**config.mk**
```make
export PLATFORM = sky130hd
export DESIGN_NAME = pip_front
export DESIGN_NICKNAME = d
export VERILOG_FILES = /design/src/hdl/pip_pkg.sv /design/src/hdl/pip_front.sv
export SDC_FILE = /design/constraint.sdc
export NUM_CORES = 1
export LEC_CHECK = 0
export BUFFER_PORTS_ARGS = -buffer_cell sky130_fd_sc_hd__buf_2
export CAP_MARGIN = 20
export CORE_ASPECT_RATIO = 1.2
export CORE_UTILIZATION = 36
export DETAILED_ROUTE_END_ITERATION = 6
export PLACE_DENSITY_LB_ADDON = 0.3
export SYNTH_ARGS = -nofsm -noshare
export SYNTH_HDL_FRONTEND = slang
export SYNTH_SLANG_ARGS = --single-unit
```
**constraint.sdc**
```tcl
create_clock -name clk -period 4.4 [get_ports clk]
set_clock_uncertainty 0.05 [all_clocks]
set_input_delay 0.22 -clock clk [delete_from_list [all_inputs] [get_ports clk]]
set_output_delay 0.22 -clock clk [all_outputs]
set_load 0.02 [all_outputs]
```
**src/hdl/pip_pkg.sv**
```systemverilog
// ----------------------------------------------------------------------------
// pip_pkg
// Shared types and constants for the even-odd point-in-polygon test.
// ----------------------------------------------------------------------------
package pip_pkg;

  // Default coordinate width, signed centimetres
  localparam int COORD_BITS_DEF = 18;

  // Entries in the queue between the front and back parts
  localparam int QUEUE_DEPTH = 4;

  // Result word: inside flag padded to one byte
  localparam int OUT_TDATA_W = 8;

  // Per-word edge flags handed from front to back.
  // Edge a: current vertex to previous. Edge b: closing edge, first to last.
  typedef struct packed {
    logic span_a;   // edge a crosses the query line
    logic neg_a;    // edge a runs downwards across the query line
    logic span_b;   // edge b crosses the query line
    logic neg_b;    // edge b runs downwards across the query line
    logic last;     // word closes the ring
  } pip_ctl_t;

  localparam int CTL_W = $bits(pip_ctl_t);

endpackage

```
**src/hdl/pip_front.sv**
```systemverilog
// ----------------------------------------------------------------------------
// pip_front
// Accepts vertex words, tracks first and previous vertex, and forms the edge
// span flags and coordinate differences for the back part.
// ----------------------------------------------------------------------------
module pip_front #(
  parameter int COORD_BITS = pip_pkg::COORD_BITS_DEF,
  parameter int DW         = COORD_BITS + 1,
  parameter int TDATA_W    = ((4 * COORD_BITS + 7) / 8) * 8
) (
  input  logic                 clk,
  input  logic                 rst,
  input  logic                 accept,
  input  logic [TDATA_W-1:0]   in_data,
  input  logic                 in_last,
  output pip_pkg::pip_ctl_t    ctl,
  output logic [8*DW-1:0]      diffs
);
  import pip_pkg::*;

  logic signed [COORD_BITS-1:0] qx, qy, vx, vy;
  logic signed [COORD_BITS-1:0] first_x, first_y, prev_x, prev_y;
  logic signed [COORD_BITS-1:0] fx, fy;
  logic                         have_first;
  logic signed [DW-1:0]         qx_e, qy_e, vx_e, vy_e, px_e, py_e, fx_e, fy_e;
  logic signed [DW-1:0]         lhs_a, d_a, dx_a, rhs_a, lhs_b, d_b, dx_b, rhs_b;

  // Unpack the word, first field lowest
  assign qx = in_data[COORD_BITS-1:0];
  assign qy = in_data[2*COORD_BITS-1:COORD_BITS];
  assign vx = in_data[3*COORD_BITS-1:2*COORD_BITS];
  assign vy = in_data[4*COORD_BITS-1:3*COORD_BITS];

  // Closing edge starts at the current vertex when the ring has only one
  assign fx = have_first ? first_x : vx;
  assign fy = have_first ? first_y : vy;

  assign qx_e = {qx[COORD_BITS-1], qx};
  assign qy_e = {qy[COORD_BITS-1], qy};
  assign vx_e = {vx[COORD_BITS-1], vx};
  assign vy_e = {vy[COORD_BITS-1], vy};
  assign px_e = {prev_x[COORD_BITS-1], prev_x};
  assign py_e = {prev_y[COORD_BITS-1], prev_y};
  assign fx_e = {fx[COORD_BITS-1], fx};
  assign fy_e = {fy[COORD_BITS-1], fy};

  // Edge a runs from the current vertex to the previous one
  assign lhs_a = qx_e - vx_e;
  assign d_a   = py_e - vy_e;
  assign dx_a  = px_e - vx_e;
  assign rhs_a = qy_e - vy_e;

  // Edge b runs from the first vertex to the current one
  assign lhs_b = qx_e - fx_e;
  assign d_b   = vy_e - fy_e;
  assign dx_b  = vx_e - fx_e;
  assign rhs_b = qy_e - fy_e;

  // Classify both edges against the query line
  always_comb begin
    ctl.span_a = have_first && ((vy > qy) != (prev_y > qy));
    ctl.neg_a  = vy > qy;
    ctl.span_b = in_last && ((fy > qy) != (vy > qy));
    ctl.neg_b  = fy > qy;
    ctl.last   = in_last;
  end

  assign diffs = {rhs_b, dx_b, d_b, lhs_b, rhs_a, dx_a, d_a, lhs_a};

  // Track ring state; clear it when the ring closes
  always_ff @(posedge clk) begin
    if (rst) begin
      have_first <= 1'b0;
      first_x    <= '0;
      first_y    <= '0;
      prev_x     <= '0;
      prev_y     <= '0;
    end else if (accept) begin
      if (in_last) begin
        have_first <= 1'b0;
        first_x    <= '0;
        first_y    <= '0;
        prev_x     <= '0;
        prev_y     <= '0;
      end else begin
        if (!have_first) begin
          first_x <= vx;
          first_y <= vy;
        end
        have_first <= 1'b1;
        prev_x     <= vx;
        prev_y     <= vy;
      end
    end
  end

endmodule

```
After elaboration in Yosys (flattened, before gate mapping):

Index checks and enable logic that the tools add are counted.

* bits in registers: 73
* bits of input ports: 76
* output and inout port bits: 157
* word-level logic and storage cells: 27

* add/sub/neg operators: 8
* order comparisons: 3
* equal/unequal tests: 2
* mux-type cells: 7
* reduce and logical (&&, ||, !) cells: 2

Operator list (number)
* subtractor 18 x 18 -> 19 bit: 8
* 2-to-1 mux 18 bit: 6
* > comparator 18 bit: 3
* logical AND 1 bit: 2
* inequality test 1 bit: 2
* 2-to-1 mux 1 bit: 1

Longest topological paths before layout:

Gate-level depths: netlist (run 1).

* word-level depth: 4
* gate-level depth with buffers: 14
* depth with buffers taken out: 12

Worst setup path before layout (run 1):

No wires, ideal clock.

* path type: reg2out
* from: reg have_first
* to: out diffs[151]
* arrival: 3359 ps
* required time: 4130 ps
* slack: 771 ps
* stages on the path, launching flop included: 13
* buffers on the path: 2
* cells stage by stage: dfxtp_1 > clkbuf_1 > buf_1 > mux2i_1 > ha_1 > nor2b_1 > o31a_1 > o31ai_1 > o21ai_1 > a31oi_1 > a21oi_1 > nor2b_1 > o21ai_0

* word-level cells in the longest chain between the ends: 2

RTL lines
* from (decl): RTL line pip_front.sv:24 `logic have_first;`
* from (signal assigned): RTL line pip_front.sv:73 `have_first <= 1'b0;`
* from (signal assigned): RTL line pip_front.sv:80 `have_first <= 1'b0;`
* from (signal assigned): RTL line pip_front.sv:90 `have_first <= 1'b1;`
* 2-to-1 mux 18 bit
* subtractor 18 x 18 -> 19 bit: RTL line pip_front.sv:57 `assign rhs_b = qy_e - fy_e;`
* to (decl): RTL line pip_front.sv:17 `output logic [8*DW-1:0] diffs`

Every way passes these cells.

Worst setup path in the final report (run 1):

* from: reg have_first
* to: out diffs[93]

* word-level cells in the longest chain between the ends: 2

RTL lines
* 2-to-1 mux 18 bit
* subtractor 18 x 18 -> 19 bit: RTL line pip_front.sv:54 `assign lhs_b = qx_e - fx_e;`

Every way passes these cells.

==> impl_metrics.toml, run 1 <==
[status]
status = "finished clean"

[floorplan]
dieWidth_um = 157
rows = 67
die-height_um = 187
start_util_pct = 36.7
die-area_mm2 = 0.0293
core_region_area_mm2 = 0.0281
io-pin-count = 233

[grt]
grtUsageMet1_pct = 23.8
grt_overflow = 0
grt_pass1_wl_um = 48300
use_met3_pct = 2.53
grt_pass1_vias = 9855
top_usage_layer = "met2"
antenna_found_initial = 0
grt_max_degree = 81
met2_usage_pct = 38.4
grt_use_total_pct = 20.7

[clock_tree]
clk_pin_slew_ns = 0.07
holdBufCountCts = 0
cts_resized = 0
cts_buffer_depth = 2
clkLatencyLatePin_ns = 0.34
clock-root-buffer = "clkbuf_16"
htreeDepth = 3
cts_setup_buffers = 0
cts.sinks = 73
cts_inserted_buffers = 9
cts_tree = "built"

[worst_setup_path]
startpoint_type = "flip-flop"
worstSetupPathType = "flip-flop to output pin"
critPathLaunch = "have_first"
r2r_start = "have_first"
cp.required_ns = 4.13
arrival_ns = 3.87
critPathMaxFanout = 16
end_kind = "output pin"

[run]
cap_violations = 0

[pwr]
p_leak_uw = 0.00603
ir_drop_v = 0.000123
cellPowerDensity_mw_per_mm2 = 294

[synth]
ys_seq_area_share_pct = 14.2
syn_area_mm2 = 0.0103
synth_area_leaders = "ha_1 (20%), dfxtp_1 (14%), xnor2_1 (7.3%)"
synth_seq_cells = 73
syn_avg_cell_area_um2 = 7.64
yosysTopAreaCellShare_pct = 19.8
synth-main-ff-cell = "dfxtp_1"
async_reset_ff_share_pct = 0
syn-instance-count = 1351
synth_edf_count = 0
ys_types = 66
yosysTopAreaCell = "ha_1"
yosysWarnings = 0
syn_nets = 1598

[cells_and_area]
fin_nets = 1809
syn_to_final_growth_pct = 17.8
final_area_mm2 = 0.0122
diodes = 0
drive_gt1_share_pct = 17.4

[routing]
drt-initial-drc-count = 565
ant_nets = 0
vias = 10200
post-route-drc-count = 0
avgViaCountPerCell = 5.26
drt-wirelength-per-cell_um = 16.0
dr.pass1.iters = 5
drt-total-wl_um = 31100

[sta]
setup_viol = 0
worstMarginPinSlew_ns = 0.898
hold_viol_final = 0
slew_viol_final = 0
finalCriticalPeriod_ns = 4.14
fin_crit_sh_pct = 94.1
slew_headroom_pct = 40.1
rsz0062_at_grt = "no"
setup_tns_ns = 0
max_freq_mhz = 241

[worst_hold_path]
hp-class = "input port to flip-flop"
min_from = "in_data[71]"

[placement]
dpl.hpwl_um = 25600
numPortBuffers = 232
routabilityCongestion = 0.907
dpl_cell_area_mm2 = 0.0119
-- per-stage QoR --
| step | utilization (%) | hold slack (ns) | std cells | power (uW) | setup WS, ns |
|---|---|---|---|---|---|
| floorplan | - | 0.334 | 1351 | 2180 | 0.771 |
| global placement | 42.2 | 0.409 | 1930 | 2820 | 0.549 |
| detailed placement | 42.2 | 0.414 | 1930 | 2830 | 0.469 |
| CTS | 43.3 | 0.121 | 1946 | 3610 | 0.0782 |
| global route | 43.3 | 0.138 | 1946 | 3800 | 0.0753 |
| finish | 43.3 | 0.139 | 1946 | 3570 | 0.258 |
-- cells in the final DEF (no fill, tap or decap), types with 25 or more instances in the layout --
cell type,count
buf_2,231
mux2i_1,66
o21ai_0,59
nor2_1,149
a21oi_1,131
xor2_1,32
dfxtp_1,72
nand3b_1,36
xnor2_1,86
o21a_1,25
a21o_1,41
inv_1,114
ha_1,163
nand2b_1,57
nand2_1,59
nor2b_1,38
-- cell families after synthesis --
group / Yosys count / synth area share [%]
and+or+nand+nor: 408 / 20.0
AOI/OAI and AO/OA: 362 / 22.5
adders and majority gates: 171 / 21.3
buffers and inverters: 153 / 5.60
xor gates and xnor gates: 118 / 10.0
DFF: 73 / 14.2
muxes: 66 / 6.40
-- final cells by class --
cell class	instances	area [um2]
multi-input combinational	1125	8280
sequential	73	1470
clock inverter	5	56.3
clock buffer	11	233
fill	2892	15900
tap	379	474
inverter	114	428
timing repair buffer	239	1220
-- layer usage --
layer  part of all wire (%)  vias to the layer above
li1                       -                     5192
met1                     43                     4718
met2                     50                      266
met3                    4.1                       51
met4                    3.0                        0
met5                      0                        -
-- state kept, by name, indices dropped and copies added (netlist names) --
| name | cells |
|---|---|
| first_y | 18 |
| have_first | 1 |
| prev_y | 18 |
| prev_x | 18 |
| first_x | 18 |
-- worst paths after layout --
kind | to | slack (ns) | cells after the start
max | diffs[93] | 0.26 | 11
min | prev_y[17] | 0.14 | 3
max reg2reg | first_x[17] | 2.60 | 5
min reg2reg | prev_x[9] | 0.42 | 2
-- critical path, cell delays in order, from the launching register on --
cell and delay [ns]:
dfxtp_4 0.50, buf_4 0.35, mux2i_1 0.35, ha_1 0.34
a211oi_1 0.33, nor4b_4 0.33, o21ai_1 0.19, a31o_1 0.29
a221o_1 0.37, a21oi_2 0.15, xnor2_1 0.12, buf_2 0.18
-- power by group --
part / internal [uW] / switching (uW)
clock: 439 / 312
combinational: 795 / 1320
sequential: 687 / 18.7
total: 1920 / 1650
-- synth_stat cells (3+ instances only) --
cell	number
nand2b_1	57
buf_1	8
o21ai_0	59
clkbuf_1	30
a21oi_1	131
nor2_1	149
a41o_1	3
a311oi_1	5
a211oi_1	9
a211o_1	4
a221oi_1	4
ha_1	163
nand4_1	7
a21boi_0	5
or3_1	3
xor2_1	32
o2111ai_1	4
o21a_1	25
and2_1	4
nand2_1	59
o22ai_1	6
a22oi_1	3
a31oi_1	16
o21ai_1	5
nand3_1	11
o41ai_1	4
or2_2	4
nor3_1	23
nand3b_1	36
mux2i_1	66
xnor2_1	86
o21bai_1	8
nor2b_1	38
inv_1	114
dfxtp_1	73
fa_1	8
a21o_1	41
and3_1	12
(Power assumes the default switching activity.)
==> run 2: changes to the inputs <==
Settings changed: RECOVER_POWER set to 25.
==> run 2 against run 1 <==
The run now ends with capacitance limit, slew limit left. Fmax hardly changed. Sequential share of layout area is essentially flat. Clock power is essentially flat. Combinational power barely moved. Final cell count unchanged. Sequential power about the same. Flip-flop and latch count stayed put. Global-route usage stayed put. Critical path depth unchanged. Register-to-register slack hardly changed. Critical endpoint unchanged.
==> impl_metrics.toml, run 2 (same netlist as run 1, synthesis figures left out) <==
[status]
status = "finished with violations"
violations = "capacitance limit, slew limit"

[routing]
wl_met2_um = 15600
wl_met3_um = 1310
dr.pass1.iters = 5
post-route-drc-count = 0
vias = 10200
drt-wirelength-per-cell_um = 16.0
wl_met1_um = 13200
ant_nets = 0
drt-total-wl_um = 31200
top_layer_used = "met4"
avgViaCountPerCell = 5.27
drt-initial-drc-count = 578

[sta]
slew_viol_final = 81
worstMarginPinSlew_ns = 3.76
fin_crit_sh_pct = 94.1
hold_ws_ns = 0.139
setup_viol = 0
max_freq_mhz = 241
finalCriticalPeriod_ns = 4.14
slew_headroom_pct = -151
setup_tns_ns = 0
rsz0062_at_grt = "no"
hold_viol_final = 0

[pwr]
cellPowerDensity_mw_per_mm2 = 294
ir_drop_v = 0.000123
p_leak_uw = 0.00600
clockPowerShare_pct = 21.0
p_int_uw = 1920
p_sw_share_pct = 46.2
p_comb_share_pct = 59.2
power.switching_uw = 1650
p_seq_share_pct = 19.8

[floorplan]
io-pin-count = 233
dieWidth_um = 157
die-height_um = 187
rows = 67
core_region_area_mm2 = 0.0281
start_util_pct = 36.7
die-area_mm2 = 0.0293

[worst_setup_path]
cp.required_ns = 4.13
worstSetupPathType = "flip-flop to output pin"
critPathMaxFanout = 16
arrival_ns = 3.87
end_kind = "output pin"
startpoint_type = "flip-flop"

[grt]
antenna_found_initial = 0
grt_pass1_wl_um = 48300
grt_use_total_pct = 20.7
grt_max_degree = 81
grt_pass1_vias = 9855
grt_overflow = 0

[clock_tree]
htreeDepth = 3
clock-root-buffer = "clkbuf_16"
cts_tree = "built"
clkLatencyLatePin_ns = 0.34
cts_inserted_buffers = 9
cts.sinks = 73
cts_buffer_depth = 2
clk_pin_slew_ns = 0.07
cts_setup_buffers = 0

[placement]
dpl.hpwl_um = 25600
routabilityCongestion = 0.907
numPortBuffers = 232

[run]
cap_violations = 1

[cells_and_area]
syn_to_final_growth_pct = 17.6
fin_nets = 1809
diodes = 0
final_common_cell = "buf_2"
layout_common_cells = "buf_2 (223), ha_1 (163), nor2_1 (149)"
drive_gt1_share_pct = 16.8

[worst_hold_path]
hp-class = "input port to flip-flop"
-- run 2: changes by cell type in the layout (fill, tap and decap cells not counted), sizes merged --
| cell | before | now |
|---|---|---|
| clkbuf | 11 | 20 |
| buf | 239 | 230 |
-- run 2: layout make-up --
| class | instances | area [um2] |
|---|---|---|
| fillers | 2898 | 15900 |
| multi-input cells | 1125 | 8280 |
| flip-flops and latches | 73 | 1470 |
| repair buffers | 239 | 1200 |
| well taps | 379 | 474 |
| inverters | 114 | 428 |
| clock buffers | 11 | 233 |
| clock inverters | 5 | 56.3 |
-- run 2: metal layers --
metal | up-vias | global-route usage, %
li1 | 5190 | -
met1 | 4726 | 23.8
met2 | 276 | 38.4
met3 | 55 | 2.53
met4 | 0 | 7.84
met5 | - | 0
-- run 2: worst max-delay path, cell delays in order (launching register included) --
cell and delay [ns]:
dfxtp_4 0.50, buf_4 0.35, mux2i_1 0.35, ha_1 0.34, a211oi_1 0.33, nor4b_4 0.33
o21ai_1 0.19, a31o_1 0.29, a221o_1 0.37, a21oi_2 0.15, xnor2_1 0.12, buf_2 0.18
-- run 2: final timing paths --
| kind | start | endpoint | slack [ns] | cells after the start |
|---|---|---|---|---|
| hold / removal | in_data[71] | prev_y[17] | 0.14 | 3 |
| setup reg to reg | have_first | first_x[17] | 2.59 | 5 |
| hold reg to reg | prev_x[9] | prev_x[9] | 0.42 | 2 |
| setup / recovery | have_first | diffs[93] | 0.26 | 11 |
-- run 2: metrics by stage --
stage	area, um2	setup WS, ns	total power [uW]	util, %	cells
floorplan	10300	0.771	2180	-	1351
global placement	11900	0.549	2820	42.2	1930
detailed placement	11900	0.469	2830	42.2	1930
CTS	12100	0.0782	3610	43.3	1946
global route	12100	0.0753	3800	43.2	1946
finish	12100	0.258	3570	43.2	1946
-- run 2: repair_timing --
action / 4_1_cts / 5_1_grt
endpoints found under the setup margin: 0 / 1
hold buffers: 0 / 0
resized for setup: 0 / 1
-- run 2: power groups by stage --
stage | sequential (uW) | clock, uW | combinational [uW]
after global routing | 709 | 804 | 2290
after global placement | 720 | 0 | 2100
after CTS | 706 | 781 | 2120
final | 706 | 752 | 2110
after floorplan | 712 | 0 | 1470
after detailed placement | 721 | 0 | 2110
==> run 3: changes to the inputs <==
Settings changed: ABC_AREA set to 1, CORE_MARGIN set to 1.5.
==> run 3 against run 2 <==
The run still ends with capacitance limit, slew limit left. Register-to-register slack worse by 0.17 ns. Flip-flop and latch count unchanged. Total power increased by 1.5%. Area after synthesis rose by 6.4%. Via count is 20% higher. Largest power group unchanged. Fmax up 11%. Critical endpoint is now diffs[111]. Final area up 5.7%. Critical path depth up 3.
==> impl_metrics.toml, run 3 <==
[pwr]
cellPowerDensity_mw_per_mm2 = 282
p_leak_uw = 0.00665
ir_drop_v = 0.000166
total_power_uw = 3620

[clock_tree]
cts_setup_buffers = 0
clock-root-buffer = "clkbuf_16"
clk_pin_slew_ns = 0.06
clkLatencyLatePin_ns = 0.34
cts_tree = "built"
cts_inserted_buffers = 9
holdBufCountCts = 0
cts_buffer_depth = 2
htreeDepth = 3
cts.sinks = 73
cts_resized = 0

[cells_and_area]
fin_nets = 2179
final_area_mm2 = 0.0128
drive_gt1_share_pct = 14.3
layout_common_cells = "nand2_1 (374), buf_2 (224), a21oi_1 (222)"
syn_to_final_growth_pct = 16.8
fillers = 3272
final_common_cell = "nand2_1"

[sta]
slew_headroom_pct = -118
fin_crit_sh_pct = 84.9
max_freq_mhz = 268
worstMarginPinSlew_ns = 3.27
finalCriticalPeriod_ns = 3.74
rsz0062_at_grt = "no"
setup_tns_ns = 0
setup_viol = 0
hold_viol_final = 0
slew_viol_final = 74

[synth]
syn-instance-count = 1715
synth_edf_count = 0
synth_area_leaders = "ha_1 (19%), dfxtp_1 (13%), nand2_1 (13%)"
syn_avg_cell_area_um2 = 6.40
yosysTopAreaCell = "ha_1"
synth_most_common_cell = "nand2_1"
ys_types = 45
synthTopCellsByCount = "nand2_1 (374), a21oi_1 (222), inv_1 (192)"
yosysTopAreaCellShare_pct = 18.6
syn_nets = 1962
ys_seq_area_share_pct = 13.3
async_reset_ff_share_pct = 0
yosysWarnings = 0
synth-main-ff-cell = "dfxtp_1"
syn_area_mm2 = 0.0110
synth_seq_cells = 73

[worst_setup_path]
startpoint_type = "flip-flop"
critPathMaxFanout = 35
arrival_ns = 3.47
end_kind = "output pin"
worstSetupPathType = "flip-flop to output pin"
cp.required_ns = 4.13

[status]
violations = "capacitance limit, slew limit"
status = "finished with violations"

[placement]
routabilityCongestion = 1.04
dpl_cell_area_mm2 = 0.0126
dpl.hpwl_um = 33900
numPortBuffers = 232

[floorplan]
core_region_area_mm2 = 0.0298
dieWidth_um = 162
die-height_um = 194
rows = 69
start_util_pct = 36.9
die-area_mm2 = 0.0316
io-pin-count = 233

[grt]
grt_use_total_pct = 24.6
grt_pass1_vias = 12000
antenna_found_initial = 5
grt_pass1_wl_um = 60900
grt_max_degree = 74
grt_overflow = 0

[routing]
vias = 12300
drt-initial-drc-count = 727
ant_nets = 0
drt-wirelength-per-cell_um = 16.9
avgViaCountPerCell = 5.27
drt-total-wl_um = 39300
post-route-drc-count = 0
dr.pass1.iters = 7

[run]
cap_violations = 1

[worst_hold_path]
hp-class = "input port to flip-flop"
==> run 3: routing by layer <==
metal | vias up | wire length (um) | GRT usage [%]
met5 | - | 24 | 0
met3 | 118 | 2130 | 2.90
met1 | 5469 | 15000 | 26.6
met4 | 6 | 2550 | 14.5
li1 | 6224 | - | -
met2 | 458 | 19500 | 45.5
==> run 3: critical path, cell delays in order, from the launching register on <==
cell	delay [ns]
dfxtp_2	0.53
buf_4	0.39
o21ai_0	0.34
ha_1	0.34
fa_1	0.43
inv_1	0.11
nand3_1	0.07
nand2_1	0.14
a21oi_1	0.13
o21ai_0	0.18
nand2_1	0.10
nand2_1	0.08
nand2_1	0.04
nand2_1	0.06
buf_2	0.17
==> run 3: cell type report <==
cell class                 instances  area [um2]  area share [%]
multi-input combinational       1416        8660            67.5
sequential                        73        1460            11.4
timing repair buffer             239        1220            9.51
inverter                         193         724            5.65
tap                              390         488            3.80
clock buffer                      11         243            1.89
clock inverter                     5        31.3           0.244
antenna                            2        5.00          0.0390
==> run 3: cell families after synthesis <==
| kind of cell | after synthesis | share of synthesized area, % |
|---|---|---|
| flip-flops | 73 | 13.3 |
| AO/OA/AOI/OAI | 419 | 22.2 |
| buffers and inverters | 226 | 7.93 |
| adder cells (fa/ha/maj) | 171 | 20.0 |
| XOR/XNOR | 127 | 10.1 |
| AND/OR/NAND/NOR | 699 | 26.4 |
==> run 3: power by group <==
group | switching [uW] | internal (uW) | total (uW)
registers | 20.3 | 687 | 707
clock network | 291 | 395 | 686
logic | 1490 | 743 | 2230
==> run 3: worst paths after layout <==
| path | startpoint | endpoint | slack, ns | depth (start not counted) |
|---|---|---|---|---|
| max reg2reg | have_first | first_y[16] | 2.42 | 5 |
| max | have_first | diffs[111] | 0.66 | 14 |
| min reg2reg | first_y[0] | first_y[0] | 0.42 | 2 |
| min | in_data[48] | prev_x[12] | 0.11 | 3 |
==> run 3: stage by stage <==
step,setup slack (ns),cells,utilization (%),hold WS (ns)
2_1_floorplan,1.69,1715,-,0.315
3_3_place_gp,1.06,2310,42.1,0.402
3_5_place_dp,1.03,2311,42.2,0.407
4_1_cts,0.653,2327,43.1,0.0968
5_1_grt,0.370,2328,43.1,0.115
6_report,0.663,2329,43.1,0.107
